### src/rtl/pit_mul.sv
`timescale 1ns / 1ps
`default_nettype none
// ----------------------------------------------------------------------------
// pit_mul
// two-stage signed multiplier, operands split in halves into four partial
// products, summed in the second stage
// ----------------------------------------------------------------------------
module pit_mul #(
    parameter int AW = 36,
    parameter int BW = 36
) (
    input  logic                  i_clk,
    input  logic                  i_en_pp,
    input  logic                  i_en_sum,
    input  logic signed [AW-1:0]  i_a,
    input  logic signed [BW-1:0]  i_b,
    output logic signed [AW+BW-1:0] o_p
);

    localparam int AL = AW / 2;
    localparam int AH = AW - AL;
    localparam int BL = BW / 2;
    localparam int BH = BW - BL;
    localparam int PW = AW + BW;

    logic signed [AH-1:0]      a_hi;
    logic signed [AL:0]        a_lo;
    logic signed [BH-1:0]      b_hi;
    logic signed [BL:0]        b_lo;

    logic signed [AH+BH-1:0]   r_hh;
    logic signed [AH+BL:0]     r_hl;
    logic signed [AL+BH:0]     r_lh;
    logic        [AL+BL-1:0]   r_ll;

    logic        [PW-1:0]      n_p;

    // low halves are unsigned, carried with a zero sign bit
    assign a_hi = i_a[AW-1:AL];
    assign a_lo = $signed({1'b0, i_a[AL-1:0]});
    assign b_hi = i_b[BW-1:BL];
    assign b_lo = $signed({1'b0, i_b[BL-1:0]});

    always_ff @(posedge i_clk) begin
        if (i_en_pp) begin
            r_hh <= a_hi * b_hi;
            r_hl <= a_hi * b_lo;
            r_lh <= a_lo * b_hi;
            r_ll <= i_a[AL-1:0] * i_b[BL-1:0];
        end
    end

    // modular sum, exact because the true product fits in PW bits
    assign n_p = (PW'(r_hh) << (AL + BL)) + (PW'(r_hl) << AL)
               + (PW'(r_lh) << BL) + PW'(r_ll);

    always_ff @(posedge i_clk) begin
        if (i_en_sum) begin
            o_p <= $signed(n_p);
        end
    end

endmodule
`default_nettype wire

### config.mk
export PLATFORM = sky130hd
export DESIGN_NAME = pit_mul
export DESIGN_NICKNAME = d
export VERILOG_FILES = /design/src/rtl/pit_mul.sv
export SDC_FILE = /design/constraint.sdc
export NUM_CORES = 2
export LEC_CHECK = 0
export BUFFER_PORTS_ARGS = -buffer_cell sky130_fd_sc_hd__buf_2
export CAP_MARGIN = 10
export CORE_ASPECT_RATIO = 1.25
export CORE_MARGIN = 2
export CORE_UTILIZATION = 55
export CTS_BUF_LIST = sky130_fd_sc_hd__clkbuf_4 sky130_fd_sc_hd__clkbuf_8
export CTS_CLUSTER_DIAMETER = 60
export CTS_CLUSTER_SIZE = 24
export DETAILED_ROUTE_END_ITERATION = 10
export PLACE_DENSITY_LB_ADDON = 0.25
export SYNTH_ARGS = -nofsm -noshare
export SYNTH_HDL_FRONTEND = slang
export SYNTH_SLANG_ARGS = --single-unit
### constraint.sdc
create_clock -name i_clk -period 8.95 [get_ports i_clk]
set_input_delay 0.4475 -clock i_clk [delete_from_list [all_inputs] [get_ports i_clk]]
set_output_delay 0.4475 -clock i_clk [all_outputs]
set_load 0.02 [all_outputs]
==> flow_metrics.py <==
metrics = {
    "sta": {
        "max_slew_margin_pct": 30.0,
        "skew_ns": 0.106,
        "rsz0062_at_grt": "no",
        "worst_pin_slew_ns": 1.05,
        "setup_viol": 0,
        "slew_violations": 0,
        "period_share_pct": 74.7,
        "setup_slack_ns": 2.26,
        "fmax_mhz": 149,
        "fin_setup_tns_ns": 0,
        "hold_viol_final": 0,
        "period_needed_ns": 6.69,
        "hold_slack_ns": 0.0892,
    },
    "logic_synthesis": {
        "synth_cells": 5855,
        "ys_async_sr_fraction_pct": 0,
        "netlist_area_um2": 55400,
        "synth_ff_type": "edfxtp_1",
        "ys_seq_area_share_pct": 11.8,
        "syn_avg_cell_area_um2": 9.45,
        "synth_edf_count": 218,
        "netlist-cell-type-count": 77,
        "synth_seq_cells": 218,
        "yosys_warnings": 0,
        "syn_nets": 7602,
    },
    "layout": {
        "drive_above_1_share_pct": 4.35,
        "finalNetCount": 7521,
        "stdcell_area_um2": 57600,
        "areaGrowthSynthToFinish_pct": 4.09,
    },
    "setup_path": {
        "worstPathArrival_ns": 7.16,
        "path_max_fanout": 36,
        "cp.required_ns": 9.42,
        "path_class": "input port to flop",
        "end_kind": "flop",
        "start_kind": "input port",
    },
    "grt": {
        "grt_pass1_vias": 41500,
        "grt_overflow": 0,
        "grt_max_degree": 81,
        "track_usage_pct": 28.0,
        "antenna_found_initial": 21,
        "grt_pass1_wl_mm": 223,
    },
    "route": {
        "vias": 39500,
        "route.met3.wl_mm": 9.87,
        "dr.max_layer_used": "met5",
        "drtAntennaViolNets": 0,
        "wl_per_cell_um": 19.7,
        "viasPerCell": 5.55,
        "dr_wl_met2_mm": 69.0,
        "dr.pass1.iters": 5,
        "post-route-drc-count": 0,
        "wl_met1_mm": 56.1,
        "drtIter0Drc": 2319,
        "wl_mm": 140,
    },
    "clocking": {
        "clkTransAtPathRegs_ns": 0.11,
        "clock-sinks": 218,
        "numCtsBuffers": 25,
        "post_cts.repair.setup_buffers": 0,
        "root_buffer": "clkbuf_8",
        "cts_tree": "built",
        "cts_resized": 0,
        "h-tree-depth": 1,
        "clockBufferDepth": 3,
        "clk_latency_ns": 0.74,
        "ctsHoldBuffers": 0,
    },
    "placement": {
        "place.gp.congestion": 0.876,
        "dp_hpwl_mm": 111,
        "dpl_cell_area_um2": 56900,
        "place_ws_ns": 1.66,
        "io_buffers": 146,
    },
    "floorplanning": {
        "core_um2": 100000,
        "die_x_um": 288,
        "start_util_pct": 55.2,
        "io_pins": 147,
        "die-area_um2": 103000,
        "die_y_um": 359,
        "num_rows": 130,
    },
    "worst_hold_path": {
        "hp-class": "input port to flop",
    },
    "status": {
        "status": "finished, final reports clean",
    },
    "flow_run": {
        "cap_viol_max_count": 0,
    },
}
[sequential cells by signal, summed over array words and instances (netlist names)]
signal and count:
r_hh 36, r_lh 37, o_p 72, r_hl 37, r_ll 36
[final timing paths]
kind	start	slack, ns	end	cells past startpoint
setup / recovery	i_b[21]	2.26	r_hh[35]	23
hold / removal	i_en_sum	0.09	o_p[71]	1
hold reg to reg	r_ll[12]	0.42	o_p[12]	0
setup reg to reg	r_hl[1]	4.75	o_p[71]	14
[worst max-delay path, stage by stage]
cell and delay (ns):
buf_2 0.63, nand2_1 0.28, fa_1 0.59, inv_1 0.14, fa_1 0.51, inv_1 0.05
fa_1 0.49, inv_1 0.06, fa_1 0.53, fa_1 0.51, inv_1 0.05, fa_1 0.47
inv_1 0.04, ha_1 0.37, o2111ai_1 0.14, nor2_1 0.07, a211oi_1 0.29, o31ai_1 0.13
o21ai_1 0.22, nand3_1 0.19, a211oi_1 0.38, nor2_1 0.13, a211oi_1 0.43
[area by class of cell]
class	count	area, µm²
Timing Repair Buffer	182	1010
Clock buffer	25	344
Inverter	1304	4890
Clock inverter	21	340
Tap cell	1320	1650
Fill cell	8933	42600
Sequential cell	218	6550
Antenna cell	7	17.5
Multi-Input combinational cell	4043	42800
[routing by layer]
layer  vias to the layer above  GRT usage, %
li1                      17500             -
met1                     20400          36.7
met2                      1317          47.7
met3                       278          4.00
met4                        18          9.62
met5                         -             0
[cells in the final DEF, fill, tap and decap left out, drive strengths merged, types with 20 or more instances in the layout]
cell    netlist  layout
xnor2       122     122
nor2        130     130
xor2         42      42
nand3        42      42
a211oi       28      28
o21ai        99      99
and2        621     621
nor3         33      33
nor2b        21      21
and3         22      22
ha          521     521
edfxtp      218     218
inv        1304    1321
o21a         30      30
nand2b       43      43
nand4        20      20
buf          10     182
a21o         67      67
o21bai       25      25
a21oi       147     147
fa         1151    1151
clkbuf      280      25
nand2       735     735
[per-stage QoR]
step	std cells	util (%)
after CTS	7113	57.5
after global routing	7116	57.5
after floorplan	5855	-
after global placement	7067	56.8
final	7120	57.5
after detailed placement	7067	56.8
[synth_stat cells (43+ instances only)]
library cell / count / area [µm²]
edfxtp_1: 218 / 6550
nand2b_1: 43 / 269
ha_1: 521 / 6520
o21ai_0: 77 / 385
xnor2_1: 122 / 1070
inv_1: 1304 / 4890
clkbuf_1: 280 / 1050
nand2_1: 735 / 2760
fa_1: 1151 / 23000
and2_1: 621 / 3880
nor2_1: 130 / 488
a21oi_1: 145 / 726
a21o_1: 67 / 503
[kinds of logic (layout without fill, tap and decap cells)]
family	after synthesis	count (layout)	share of synthesized area (%)
other	0	7	0
AND/OR/NAND/NOR	1707	1707	15.3
multiplexers	2	2	0.0362
AO/OA/AOI/OAI	498	498	6.02
buffers and inverters	1594	1532	10.8
adder cells (fa/ha/maj)	1672	1672	53.4
flip-flops	218	218	11.8
XOR/XNOR	164	164	2.59
Power is not shown: default switching activity piles up to over one toggle a cycle in this logic, so the estimate is an artifact.
