## src/rtl/pit_pkg.sv

```systemverilog
`timescale 1ns / 1ps
`default_nettype none
// ----------------------------------------------------------------------------
// pit_pkg
// shared widths, beat types and codes of the point-in-triangle test unit
// ----------------------------------------------------------------------------
package pit_pkg;

    // coordinate width of every vertex and query point field
    localparam int COORD_WIDTH = 16;

    // register widths
    localparam int TOL_W  = 32;
    localparam int ETOL_W = 16;
    localparam int LIM_W  = 32;

    // fraction bits of the edge band tolerance
    localparam int EDGE_FRAC = 16;

    // datapath widths, all exact
    localparam int DIFF_W  = COORD_WIDTH + 1;       // vertex differences
    localparam int PROD_W  = 2 * DIFF_W;            // difference products
    localparam int DOT_W   = PROD_W + 2;            // three-term dot products
    localparam int NRM_W   = PROD_W + 1;            // normal components
    localparam int DD_W    = 2 * DOT_W;             // dot by dot products
    localparam int NC_W    = NRM_W + DIFF_W;        // normal by offset products
    localparam int GRAM_W  = DD_W + 1;              // gram determinant, u and v numerators
    localparam int BARY_W  = GRAM_W + 2;            // w numerator
    localparam int PLANE_W = NC_W + 2;              // plane offset numerator
    localparam int SQ_W    = 2 * PLANE_W;           // squared plane offset
    localparam int TOLN_W  = TOL_W + 1 + GRAM_W;    // plane tolerance times gram
    localparam int ETN_W   = ETOL_W + 1 + GRAM_W;   // edge tolerance times gram
    localparam int OFF_W   = (SQ_W > TOLN_W) ? SQ_W : TOLN_W;
    localparam int CLS_W   = BARY_W + EDGE_FRAC + 1;

    // configuration port
    localparam int PADDR_W = 4;
    localparam int PDATA_W = 32;

    localparam logic [1:0] REG_PLANE_TOL = 2'd0;
    localparam logic [1:0] REG_EDGE_TOL  = 2'd1;
    localparam logic [1:0] REG_DEGEN_LIM = 2'd2;

    localparam logic [TOL_W-1:0]  PLANE_TOL_RESET = '0;
    localparam logic [ETOL_W-1:0] EDGE_TOL_RESET  = 16'd1;
    localparam logic [LIM_W-1:0]  DEGEN_LIM_RESET = '0;

    // region codes
    localparam logic [1:0] REGION_OUTSIDE = 2'd0;
    localparam logic [1:0] REGION_EDGE    = 2'd1;
    localparam logic [1:0] REGION_INSIDE  = 2'd2;

    typedef struct packed {
        logic signed [COORD_WIDTH-1:0] ax;
        logic signed [COORD_WIDTH-1:0] ay;
        logic signed [COORD_WIDTH-1:0] az;
        logic signed [COORD_WIDTH-1:0] bx;
        logic signed [COORD_WIDTH-1:0] by_coord;
        logic signed [COORD_WIDTH-1:0] bz;
        logic signed [COORD_WIDTH-1:0] cx;
        logic signed [COORD_WIDTH-1:0] cy;
        logic signed [COORD_WIDTH-1:0] cz;
        logic signed [COORD_WIDTH-1:0] px;
        logic signed [COORD_WIDTH-1:0] py;
        logic signed [COORD_WIDTH-1:0] pz;
    } t_pit_in;

    typedef struct packed {
        logic [1:0] region;
        logic       off_plane;
        logic       degenerate;
    } t_pit_out;

endpackage
`default_nettype wire

```

## src/rtl/pit_decide.sv

```systemverilog
`timescale 1ns / 1ps
`default_nettype none
// ----------------------------------------------------------------------------
// pit_decide
// plane, degeneracy and barycentric band compares into the result register
// ----------------------------------------------------------------------------
module pit_decide
    import pit_pkg::*;
(
    input  logic                     i_clk,
    input  logic                     i_en,
    input  logic signed [SQ_W-1:0]   i_ss,
    input  logic signed [TOLN_W-1:0] i_tn,
    input  logic signed [ETN_W-1:0]  i_te,
    input  logic signed [GRAM_W-1:0] i_n,
    input  logic signed [GRAM_W-1:0] i_u,
    input  logic signed [GRAM_W-1:0] i_v,
    input  logic signed [BARY_W-1:0] i_w,
    input  logic [LIM_W-1:0]         i_limit,
    output t_pit_out                 o_res
);

    logic signed [GRAM_W-1:0] lim_s;
    logic signed [CLS_W-1:0]  su;
    logic signed [CLS_W-1:0]  sv;
    logic signed [CLS_W-1:0]  sw;
    logic signed [CLS_W-1:0]  te;
    logic signed [CLS_W-1:0]  nte;
    logic                     off;
    logic                     degen;
    t_pit_out                 n_res;

    assign lim_s = GRAM_W'($signed({1'b0, i_limit}));
    assign su    = CLS_W'(i_u) <<< EDGE_FRAC;
    assign sv    = CLS_W'(i_v) <<< EDGE_FRAC;
    assign sw    = CLS_W'(i_w) <<< EDGE_FRAC;
    assign te    = CLS_W'(i_te);
    assign nte   = -te;
    assign off   = OFF_W'(i_ss) > OFF_W'(i_tn);
    assign degen = i_n <= lim_s;

    always_comb begin
        n_res.off_plane  = off;
        n_res.degenerate = degen;
        if (off || degen) begin
            n_res.region = REGION_EDGE;
        end else if (su < nte || sv < nte || sw < nte) begin
            n_res.region = REGION_OUTSIDE;
        end else if (su > te && sv > te && sw > te) begin
            n_res.region = REGION_INSIDE;
        end else begin
            n_res.region = REGION_EDGE;
        end
    end

    always_ff @(posedge i_clk) begin
        if (i_en) begin
            o_res <= n_res;
        end
    end

endmodule
`default_nettype wire

```

## config.mk

```make
export PLATFORM = sky130hd
export DESIGN_NAME = pit_decide
export DESIGN_NICKNAME = d
export VERILOG_FILES = /design/src/rtl/pit_pkg.sv /design/src/rtl/pit_decide.sv
export SDC_FILE = /design/constraint.sdc
export NUM_CORES = 1
export LEC_CHECK = 0
export BUFFER_PORTS_ARGS = -buffer_cell sky130_fd_sc_hd__buf_2
export CORE_AREA = 2 2 247 249
export CTS_CLUSTER_DIAMETER = 30
export CTS_CLUSTER_SIZE = 24
export DETAILED_ROUTE_END_ITERATION = 7
export DIE_AREA = 0 0 249 251
export HOLD_SLACK_MARGIN = 0.03
export SLEW_MARGIN = 0
export SYNTH_ARGS = -nofsm -noshare
export SYNTH_HDL_FRONTEND = slang
export SYNTH_SLANG_ARGS = --single-unit
```

## constraint.sdc

```tcl
create_clock -name i_clk -period 17.6 [get_ports i_clk]
set_input_delay 1.76 -clock i_clk [delete_from_list [all_inputs] [get_ports i_clk]]
set_output_delay 1.76 -clock i_clk [all_outputs]
set_load 0.02 [all_outputs]
```

==> out/qor.txt <==
status -> finished, final reports clean
antenna-violating nets left -> 0
YS warnings -> 0
setup TNS -> 0 ns
Hold/Removal Path Class -> input port to flop
synthesized net count -> 3212
CTS clk-pin slew, worst paths -> 0.04 ns
Max-slew headroom -> 0.3974
CP Data Required Time -> 17.58 ns
Unique masters post-synth -> 87
initial antenna violation count -> 37
max-slew violation count -> 0
chip height -> 251 um
Biggest register -> o_res
post-CTS resize count -> 0
cts bufs inserted -> 3
critical path depth -> 22
worst hold path startpoint -> i_en
ys flop type -> edfxtp_1
max incr delay on CP -> 0.54 ns
GRT Max-Usage Layer -> met2
Leak -> 11.22 nW
# DRC -> 0
most used cell, CP -> nor4_1
Gate Count Post-Synth -> 2032
placed cell area -> 19960 um^2
GR Overflow Total -> 0
pre-CTS WS -> 9.364 ns
Initial Utilization -> 0.2646
Post-CTS Repair Setup Buffers -> 0
final period utilization -> 0.4523
CTS root buf -> clkbuf_16
Setup crit start kind -> input port
Mapped Area -> 15820 um^2
Max Cap Viol -> 0
DR vias/cell -> 5.221
syn avg cell area -> 7.787 um^2
first-pass GRT wire length -> 106.6 mm
DIE AREA -> 62500 um^2
Vias -> 18070
area delta synth->final -> 26.92%
CP Buf/Inv Count -> 1
Fmax -> 125.6 MHz
number of flip-flops under the largest register name -> 4
M3 GR Usage -> 0.04794
endpoints failing setup -> 0
Clock Path Buffers -> 2
post-synthesis register bit count -> 4
All-Layer GR Usage -> 0.2236
hpwl dp -> 68.17 mm
met1 Track Usage GR -> 0.2540
biggest regs -> o_res x4
Routed WL -> 73.25 mm
post-route cell area -> 20080 um^2
final setup margin -> 9.639 ns
input/output buffers -> 635
I/O pin cnt -> 636
RSZ-0062 raised after global routing -> no
H-tree levels -> 1
end of the critical path -> o_res[2]$_SDFFCE_PP1P_
CP endpoint kind -> flop
EDFF count, synth -> 4
layout cells sized above 1 -> 0.2566
crit path cell chain -> buf_2 -> nor4_2 -> nand3_1 -> nor4_1 -> nand2_1 -> nor4_1 -> nand4_1 -> nand3b_1 -> nor3_1 -> o21ai_0 -> ha_1 -> nand4_1 -> nor4_1 -> nand2_1 -> a221oi_1 -> nor2_1 -> nor2_1 -> a21boi_0 -> a211o_1 -> mux2_1 -> o311a_1 -> a31o_1
Pwr Density -> 24.94 nW/um^2
Rows -> 90
Synth async-reset ratio -> 0
# clock sinks -> 4
WP data arrival -> 7.94 ns
grt met2 use -> 0.4111
CTS tree -> yes
Worst Setup SP -> i_te[29]
largest net degree at the start of global routing -> 20
vias in the first global route -> 17910
Final min period -> 7.961 ns
core area -> 59790 um^2
CP top delay family -> simple AND/OR/NAND/NOR gates
Slew @ Worst Pin -> 0.8971 ns
Pre-antenna DRT Iters -> 7
Hold-fix buffers, CTS -> 0
routed len/inst -> 21.16 um
crit path max fanout -> 7
final hold vios -> 0
GPL Wtd Cong -> 0.9965
worst-path cell with the longest stage delay -> nor4_2
Worst Path Class, Setup -> input port to flop
initial drt markers -> 966
die outline width -> 249 um
peak supply drop -> 0.01499 mV
post-synthesis sequential area ratio -> 0.007591
Layout Nets -> 3844
[kinds of logic after synthesis]
logic type	share of synthesized area
mux	0.002689
compound gates	0.2360
simple gates	0.2094
fa+ha+maj	0.4397
buf+inv	0.05741
xor+xnor	0.04721
flops	0.007592
[per-layer routing]
layer / routed length (um) / vias to the layer above / part of all wire
met3: 5257 / 159 / 0.072
li1: - / 9043 / -
met1: 28930 / 8138 / 0.39
met5: 165 / - / 0.0023
met2: 36050 / 700 / 0.49
met4: 2851 / 30 / 0.039
[cell usage in the layout (no fill, tap or decap), types with 18 or more instances in the layout]
cell / n
nand3_1: 51
a21oi_1: 153
o211ai_1: 18
buf_2: 635
nor4_1: 26
nor2_1: 87
nand4_1: 125
nor3_1: 47
ha_1: 548
inv_1: 228
nand2_1: 92
xnor2_1: 66
a21o_1: 167
nand2b_1: 20
nor2b_1: 36
o21ai_0: 94
[stage by stage]
| step | hold slack, ns | utilization | power [mW] | instances |
|---|---|---|---|---|
| floorplan | 1.873 | - | 0.2676 | 2032 |
| CTS | 1.892 | 0.3351 | 0.5016 | 3444 |
| finish | 1.907 | 0.3358 | 0.5009 | 3461 |
| global route | 1.895 | 0.3356 | 0.5596 | 3455 |
| detailed placement | 2.130 | 0.3339 | 0.4595 | 3441 |
| global placement | 2.130 | 0.3339 | 0.4587 | 3441 |
[final cells by class]
type	count	area [um^2]
Inverter	228	855.8
Antenna cell	17	42.54
Tap cell	782	978.4
Fill cell	6464	39710
Timing Repair Buffer	640	3216
Clock buffer	3	75.07
Multi-Input combinational cell	1787	14790
Sequential cell	4	120.1
[power by group]
group          switching, mW  internal, mW
Clock                0.00796        0.0292
Combinational          0.248         0.203
Sequential          0.000483        0.0117
Total                  0.257         0.244
[synth_stat cells (4+ instances only)]
library cell | count | area (um^2)
and4_1 | 13 | 113.9
nor4_4 | 4 | 85.08
a211oi_1 | 16 | 120.1
nor4_1 | 26 | 162.7
a211o_1 | 7 | 61.31
a21boi_0 | 5 | 37.54
a21oi_1 | 153 | 765.7
and2_1 | 7 | 43.79
nand2b_1 | 20 | 125.1
maj3_1 | 9 | 90.09
a21o_1 | 167 | 1254
or4_1 | 8 | 60.06
nor2b_1 | 36 | 225.2
nor4_2 | 6 | 75.07
clkbuf_1 | 10 | 37.54
nand2_1 | 92 | 345.3
a221oi_1 | 8 | 70.07
o31a_1 | 4 | 35.03
nor2_1 | 87 | 326.6
xor2_1 | 6 | 52.55
o21ai_0 | 94 | 470.5
or2_2 | 7 | 43.79
o2111ai_1 | 5 | 43.79
o21ai_1 | 4 | 20.02
nand3_1 | 51 | 255.2
o211ai_1 | 18 | 135.1
or3_1 | 11 | 68.82
inv_1 | 228 | 855.8
and3_1 | 11 | 68.82
a31oi_1 | 15 | 93.84
a221o_1 | 5 | 50.05
nand4_1 | 125 | 782.0
edfxtp_1 | 4 | 120.1
o31ai_1 | 6 | 45.04
xnor2_1 | 66 | 578.1
ha_1 | 548 | 6857
o22ai_1 | 7 | 43.79
nor3_1 | 47 | 235.2
o221ai_1 | 4 | 35.03
o21a_1 | 12 | 90.09
o2bb2ai_1 | 4 | 35.03
[worst min path at each step]
stage,end,cells past startpoint,slack (ns)
floorplan,o_res[0]$_DFFE_PP_,0,1.87
detailed placement,o_res[0]$_DFFE_PP_,1,2.13
global route,o_res[3]$_SDFFCE_PP0P_,1,1.89
CTS,o_res[2]$_SDFFCE_PP1P_,1,1.89
global placement,o_res[0]$_DFFE_PP_,1,2.13
finish,o_res[3]$_SDFFCE_PP0P_,1,1.91
Power figures use the tool's default switching activity.
